<file path="src/okv_pkg.sv">
// ordered key/value table package: action codes, depth and widths, state codes
// no dependencies
`timescale 1ns / 1ps
package okv_pkg;
  localparam int unsigned TableDepth = 16;
  localparam int unsigned KeyWidth   = 32;
  localparam int unsigned ValueWidth = 32;

  typedef enum logic [2:0] {
    ACT_INSERT    = 3'd0,
    ACT_UPDATE    = 3'd1,
    ACT_UPSERT    = 3'd2,
    ACT_ERASE     = 3'd3,
    ACT_CONTAINS  = 3'd4,
    ACT_GET_KEY   = 3'd5,
    ACT_GET_POS   = 3'd6,
    ACT_NOP       = 3'd7
  } okv_action_e;

  typedef enum logic [2:0] {
    ST_IDLE,
    ST_SCAN,
    ST_SHIFT_UP,
    ST_SHIFT_DOWN,
    ST_READ,
    ST_DONE
  } okv_state_e;
endpackage

</file>
<file path="src/ordered_key_value_table_top.sv">
// ordered key/value table: top level with key and value memories and sequencer
// depends on okv_pkg
// lookup and erase scan and move one slot a cycle;
// an insert then moves one slot a cycle
// throughput: one request at a time, the next taken the cycle after the result leaves
// reset: occupancy clears at once; memory contents stay undefined until written
`timescale 1ns / 1ps
module ordered_key_value_table_top #(
  parameter int unsigned TABLE_DEPTH = okv_pkg::TableDepth,
  parameter int unsigned KEY_WIDTH   = okv_pkg::KeyWidth,
  parameter int unsigned VALUE_WIDTH = okv_pkg::ValueWidth
) (
  input  logic        clk_i,
  input  logic        rst_ni,
  input  logic        in_valid_i,
  output logic        in_ready_o,
  input  logic [2:0]  action_i,
  input  logic [31:0] key_i,
  input  logic [31:0] value_i,
  input  logic [3:0]  position_i,
  output logic        out_valid_o,
  input  logic        out_ready_i,
  output logic        ok_o,
  output logic [31:0] found_key_o,
  output logic [31:0] found_value_o,
  output logic [4:0]  entry_count_o,
  output logic        is_empty_o
);
  import okv_pkg::*;

  localparam int unsigned AW = $clog2(TABLE_DEPTH);
  localparam int unsigned CW = $clog2(TABLE_DEPTH + 1);

  // memories
  logic [KEY_WIDTH-1:0]   key_mem   [TABLE_DEPTH];
  logic [VALUE_WIDTH-1:0] value_mem [TABLE_DEPTH];
  logic [KEY_WIDTH-1:0]   rd_key_q;
  logic [VALUE_WIDTH-1:0] rd_value_q;
  logic                   we, wr_key_en;
  logic [AW-1:0]          wa, ra;
  logic [KEY_WIDTH-1:0]   wk;
  logic [VALUE_WIDTH-1:0] wv;

  okv_state_e state_q, state_d;
  okv_action_e act_q, act_d;
  logic [KEY_WIDTH-1:0]   key_q, key_d;
  logic [VALUE_WIDTH-1:0] val_q, val_d;
  logic [CW-1:0] cnt_q, cnt_d;
  logic [CW-1:0] idx_q, idx_d;   // slot being read (address issued last cycle)
  logic [CW-1:0] end_q, end_d;   // slot of match for erase; all ones marks the final insert write
  logic          pend_q, pend_d; // a read was issued last cycle
  logic          ok_q, ok_d;
  logic [31:0]   fk_q, fk_d, fv_q, fv_d;
  logic          ov_q, ov_d;
  logic [CW-1:0] pos_ext;

  assign pos_ext = CW'(position_i);

  // memory ports
  always_ff @(posedge clk_i) begin
    if (we) begin
      value_mem[wa] <= wv;
      if (wr_key_en) key_mem[wa] <= wk;
    end
    rd_key_q   <= key_mem[ra];
    rd_value_q <= value_mem[ra];
  end

  always_ff @(posedge clk_i or negedge rst_ni) begin
    if (!rst_ni) begin
      state_q <= ST_IDLE;
      cnt_q   <= '0;
      pend_q  <= 1'b0;
      ov_q    <= 1'b0;
    end else begin
      state_q <= state_d;
      cnt_q   <= cnt_d;
      pend_q  <= pend_d;
      ov_q    <= ov_d;
    end
  end

  always_ff @(posedge clk_i) begin
    act_q <= act_d;
    key_q <= key_d;
    val_q <= val_d;
    idx_q <= idx_d;
    end_q <= end_d;
    ok_q  <= ok_d;
    fk_q  <= fk_d;
    fv_q  <= fv_d;
  end

  // sequencer
  always_comb begin
    state_d = state_q;
    act_d = act_q; key_d = key_q; val_d = val_q;
    cnt_d = cnt_q; idx_d = idx_q; end_d = end_q;
    pend_d = 1'b0; ok_d = ok_q; fk_d = fk_q; fv_d = fv_q; ov_d = ov_q;
    we = 1'b0; wr_key_en = 1'b1; wa = '0; ra = '0; wk = key_q; wv = val_q;
    in_ready_o = 1'b0;
    if (ov_q && out_ready_i) ov_d = 1'b0;
    case (state_q)
      ST_IDLE: begin
        in_ready_o = !ov_q;
        if (in_valid_i && !ov_q) begin
          act_d = okv_action_e'(action_i);
          key_d = key_i[KEY_WIDTH-1:0];
          val_d = value_i[VALUE_WIDTH-1:0];
          ok_d = 1'b0; fk_d = '0; fv_d = '0;
          idx_d = '0;
          if (okv_action_e'(action_i) == ACT_GET_POS) begin
            if (pos_ext < cnt_q && pos_ext < CW'(TABLE_DEPTH)) begin
              ra = AW'(pos_ext); pend_d = 1'b1; state_d = ST_READ;
            end else state_d = ST_DONE;
          end else if (okv_action_e'(action_i) == ACT_NOP) begin
            state_d = ST_DONE;
          end else if (cnt_q != '0) begin
            ra = '0; pend_d = 1'b1; state_d = ST_SCAN;
          end else begin
            state_d = ST_SCAN;
          end
        end
      end
      ST_READ: begin
        ok_d = 1'b1;
        fk_d = 32'(rd_key_q); fv_d = 32'(rd_value_q);
        state_d = ST_DONE;
      end
      ST_SCAN: begin
        // compare slot idx_q, issue next read
        if (pend_q && rd_key_q == key_q) begin
          state_d = ST_DONE;
          case (act_q)
            ACT_UPDATE, ACT_UPSERT: begin
              we = 1'b1; wr_key_en = 1'b0; wa = AW'(idx_q); ok_d = 1'b1;
            end
            ACT_ERASE: begin
              ok_d = 1'b1; end_d = idx_q;
              idx_d = idx_q + 1'b1;
              if (idx_q + 1'b1 < cnt_q) begin
                ra = AW'(idx_q + 1'b1); pend_d = 1'b1; state_d = ST_SHIFT_DOWN;
              end else cnt_d = cnt_q - 1'b1;
            end
            ACT_CONTAINS: ok_d = 1'b1;
            ACT_GET_KEY: begin
              ok_d = 1'b1; fk_d = 32'(rd_key_q); fv_d = 32'(rd_value_q);
            end
            default: ;
          endcase
        end else if (pend_q && idx_q + 1'b1 < cnt_q) begin
          idx_d = idx_q + 1'b1; ra = AW'(idx_q + 1'b1); pend_d = 1'b1;
        end else begin
          // key absent
          state_d = ST_DONE;
          if ((act_q == ACT_INSERT || act_q == ACT_UPSERT) && cnt_q < CW'(TABLE_DEPTH)) begin
            if (cnt_q == '0) begin
              we = 1'b1; wa = '0; ok_d = 1'b1; cnt_d = cnt_q + 1'b1;
            end else begin
              idx_d = cnt_q - 1'b1; ra = AW'(cnt_q - 1'b1); pend_d = 1'b1;
              state_d = ST_SHIFT_UP;
            end
          end
        end
      end
      ST_SHIFT_UP: begin
        // move slot idx_q to idx_q + 1, walking towards the newest
        we = 1'b1; wa = AW'(idx_q + 1'b1); wk = rd_key_q; wv = rd_value_q;
        if (idx_q == '0) begin
          ok_d = 1'b1; cnt_d = cnt_q + 1'b1;
          // the new pair goes into the newest slot next cycle
          state_d = ST_SHIFT_DOWN; end_d = '1;
        end else begin
          idx_d = idx_q - 1'b1; ra = AW'(idx_q - 1'b1); pend_d = 1'b1;
        end
      end
      ST_SHIFT_DOWN: begin
        if (end_q == '1 && !pend_q) begin
          // final write of the new pair into the newest slot
          we = 1'b1; wa = '0; state_d = ST_DONE;
        end else begin
          // move slot idx_q to idx_q - 1
          we = 1'b1; wa = AW'(idx_q - 1'b1); wk = rd_key_q; wv = rd_value_q;
          if (idx_q + 1'b1 < cnt_q) begin
            idx_d = idx_q + 1'b1; ra = AW'(idx_q + 1'b1); pend_d = 1'b1;
          end else begin
            cnt_d = cnt_q - 1'b1; state_d = ST_DONE;
          end
        end
      end
      ST_DONE: begin
        ov_d = 1'b1; state_d = ST_IDLE;
      end
      default: state_d = ST_IDLE;
    endcase
  end

  // result register
  logic [31:0] fk_out_q, fv_out_q;
  logic [CW-1:0] cnt_out_q;
  always_ff @(posedge clk_i) begin
    if (state_q == ST_DONE) begin
      cnt_out_q <= cnt_q;
      fk_out_q <= fk_q;
      fv_out_q <= fv_q;
    end
  end
  logic ok_out_q;
  always_ff @(posedge clk_i) if (state_q == ST_DONE) ok_out_q <= ok_q;

  assign out_valid_o   = ov_q;
  assign ok_o          = ok_out_q;
  assign found_key_o   = fk_out_q;
  assign found_value_o = fv_out_q;
  assign entry_count_o = 5'(cnt_out_q);
  assign is_empty_o    = (cnt_out_q == '0);
endmodule

</file>
<file path="config.mk">
export PLATFORM = sky130hd
export DESIGN_NAME = ordered_key_value_table_top
export DESIGN_NICKNAME = d
export VERILOG_FILES = /design/src/okv_pkg.sv /design/src/ordered_key_value_table_top.sv
export SDC_FILE = /design/constraint.sdc
export NUM_CORES = 2
export LEC_CHECK = 0
export ABC_CLOCK_PERIOD_IN_PS = 5270
export BUFFER_PORTS_ARGS = -buffer_cell sky130_fd_sc_hd__buf_2
export CORE_AREA = 2 2 357 359
export CTS_CLUSTER_SIZE = 20
export DETAILED_ROUTE_END_ITERATION = 12
export DIE_AREA = 0 0 359 361
export GPL_ROUTABILITY_DRIVEN = 0
export GPL_TIMING_DRIVEN = 0
export HOLD_SLACK_MARGIN = 0.06
export MAX_ROUTING_LAYER = met4
export PLACE_DENSITY_LB_ADDON = 0.3
export SLEW_MARGIN = 10
export SYNTH_ARGS = -nofsm -noshare
export SYNTH_HDL_FRONTEND = slang
export SYNTH_SLANG_ARGS = --single-unit
</file>
<file path="constraint.sdc">
create_clock -name clk_i -period 5.27 [get_ports clk_i]
set_input_delay 0.2635 -clock clk_i [delete_from_list [all_inputs] [get_ports clk_i]]
set_output_delay 0.2635 -clock clk_i [all_outputs]
set_load 0.01 [all_outputs]
</file>
==> qor.csv <==
metric;value;unit
crit-path cells;xnor2_1, nand2_1, or4b_1, or4_1, nor4b_1, buf_2, nor2_1, a21oi_1, nand2_2, nor3_2, buf_4, buf_4, buf_4;
fin area;0.0601;mm2
via/cell ratio;5.42;
Leak;19.1;nW
# diodes;0;
largest family of logic cells by synthesized area;multiplexers;
Initial Utilization;0.399;
R2R depth;13;
1st-pass router iterations;8;
worst slew pin tran;1.22;ns
clk slew on worst S/H paths;0.06;ns
register area;0.0386;mm2
global-route wire length before repair;183000;um
Post-Synthesis Cells;2771;
compound-gate portion of the synthesized area;0.0446;
critical path endpoint;key_mem[5][19]$_DFFE_PP_;
initial DRC count;2766;
die height;361;um
mux cell area share after synthesis;0.119;
port bufs;147;
fin nets;3329;
worst skew pair latency;0.76;ns
final setup margin;0.163;ns
Area Overhead vs Synth;20.1;%
Inst Count DP;4664;
CTS tree;yes;
CP max-delay cell;or4_1;
CP arrival;5.55;ns
outcome;completed;
total global-route track usage;0.201;
share of layout cells above drive strength 1;0.209;
Final period util;0.969;
Worst Hold Class;in2reg;
Placement Cell Area;0.0544;mm2
CP max stage delay;0.63;ns
Top cell by count, worst path;buf_4;
die width;359;um
Mapped Nets;2859;
power density over the cells;510;mW/mm2
Reg-to-Reg Start;key_q[8]$_DFFE_PP_;
kind of critical path;reg2reg;
multi-input logic area;0.0110;mm2
Worst EP required;5.71;ns
TritonCTS Sinks;1310;
Ys Warns;0;
die area;0.130;mm2
row cnt;130;
simple-gate portion of the synthesized area;0.0380;
Main synth FF type;edfxtp_1;
crit path launch type;flop;
total wire length;128000;um
Max Cap Viol;0;
clk_skew;0.0250;ns
count leader, synth;edfxtp_1;
Largest regs;key_mem x512, value_mem x512;
Num CTS Buffers;138;
Seq/Total Area, Yosys;0.773;
Routed WL per cell;25.6;um
critical path endpoint category;flop;
antenna viol nets, final;0;
synthesis-stage register bit count;1310;
Peak supply drop;0.386;mV
Relative slew margins;0.187;
number of flops mapped to enable cells by yosys;1236;
crit path from;key_q[8]$_DFFE_PP_;
top post-synthesis cells by area;edfxtp_1, mux2i_1, o22ai_1, dfxtp_1, mux2_2;
area fraction of the dominant cell type after synthesis;0.742;
setup violators final;0;
CTS Root Buffer Type;clkbuf_16;
vias in the first global route;26531;
Hold WS;0.216;ns
post-layout min period;5.11;ns
io pins;148;
detailed placement HPWL;86400;um
vias;27170;
worst r2r dst;key_mem[5][19]$_DFFE_PP_;
Synth top cells by count;edfxtp_1, mux2i_1, o22ai_1;
mean post-synth cell area;18.0;um2
Final Hold Fails;0;
non-filler cells, final;5009;
async set-reset flop share out of synthesis;0.00763;
initial antenna violation count;4;
Achievable Freq;0.196;GHz
CORE AREA;0.125;mm2
H-tree depth;4;
synth unique cells;69;
Mapped Area;0.0500;mm2
Adder-Cell Fraction of Synth Area;0.00325;
Slew Viols, Final;0;
Synth Area in XOR/XNOR;0.00788;
pre-CTS setup slack;-0.476;ns
r2r setup slk;0.16;ns
setup TNS;0;ns
biggest area consumer among synthesized cells;edfxtp_1;
# DRC;0;
filler cell count;10387;
largest net degree at the start of global routing;26;
clock buffer depth;3;
CP max FO;10;
GRT Residual Overflow;0;
-- metrics by stage --
| step | power, mW | util |
|---|---|---|
| 2_1_floorplan | 18.1 | - |
| 3_3_place_gp | 20.8 | 0.421 |
| 3_5_place_dp | 21.1 | 0.434 |
| 4_1_cts | 30.8 | 0.477 |
| 5_1_grt | 31.8 | 0.479 |
| 6_report | 30.6 | 0.479 |
-- placed cells by master (no fill, tap or decap), drive strengths merged, types with 64 or more instances in the layout --
| master | netlist | final |
|---|---|---|
| and2 | 67 | 67 |
| buf | 57 | 327 |
| clkbuf | 77 | 254 |
| dfxtp | 64 | 64 |
| dlygate4sd3 | 0 | 71 |
| edfxtp | 1236 | 1236 |
| mux2 | 66 | 66 |
| mux2i | 518 | 518 |
| o22ai | 260 | 260 |
| or4 | 67 | 67 |
-- power by group --
group          leakage (nW)  switching [mW]  total (mW)  internal (mW)
sequential             11.9           0.548        14.0           13.4
clock                  2.20            3.94        9.65           5.71
combinational          5.07            4.60        7.00           2.40
-- worst max-delay path: cells and delay by family (launching register included) --
kind,cells,cell delay (ns)
and+or+nand+nor,7,2.46
buffers and inverters,4,1.07
xor gates and xnor gates,1,0.55
DFF,1,0.40
AOI/OAI and AO/OA,1,0.29
-- worst min-delay path by stage --
stage / from / to / slack, ns / depth (start not counted)
floorplan: rst_ni / cnt_q[0]$_DFFE_PN0P_ / -0.03 / 0
global placement: rst_ni / cnt_q[2]$_DFFE_PN0P_ / 0.14 / 1
detailed placement: rst_ni / cnt_q[2]$_DFFE_PN0P_ / 0.15 / 1
CTS: value_i[16] / val_q[16]$_DFFE_PP_ / 0.16 / 2
global route: value_i[28] / val_q[28]$_DFFE_PP_ / 0.20 / 2
finish: value_i[16] / val_q[16]$_DFFE_PP_ / 0.22 / 2
-- metal layers --
metal	part of all wire	track usage	wire, um
met1	0.42	0.266	54400
met2	0.46	0.310	59500
met3	0.085	0.0443	10900
met4	0.027	0.0637	3440
met5	0	-	0
-- final cells by class --
| type | instances | area share |
|---|---|---|
| Buffer | 134 | 0.0129 |
| Clock buffer | 188 | 0.0638 |
| Clock inverter | 70 | 0.0116 |
| Inverter | 19 | 0.00119 |
| Multi-Input combinational cell | 1308 | 0.183 |
| Sequential cell | 1310 | 0.643 |
| Tap cell | 1650 | 0.0344 |
| Timing Repair Buffer | 330 | 0.0498 |
-- kinds of logic (layout without fill, tap and decap cells) --
kind of cell    after synthesis  after routing
compound gates              344            344
xor+xnor                     45             45
fa+ha+maj                    13             13
buf+inv                     153            741
flops                      1310           1310
mux                         584            584
simple gates                322            322
-- timing repair --
item,in CTS,in global routing
hold buffers,71,0
pin swaps,3,10
hold endpoints to repair,85,0
endpoints found under the setup margin,372,672
setup buffers,3,13
resized for setup,60,77
Power figures use the tool's default switching activity.
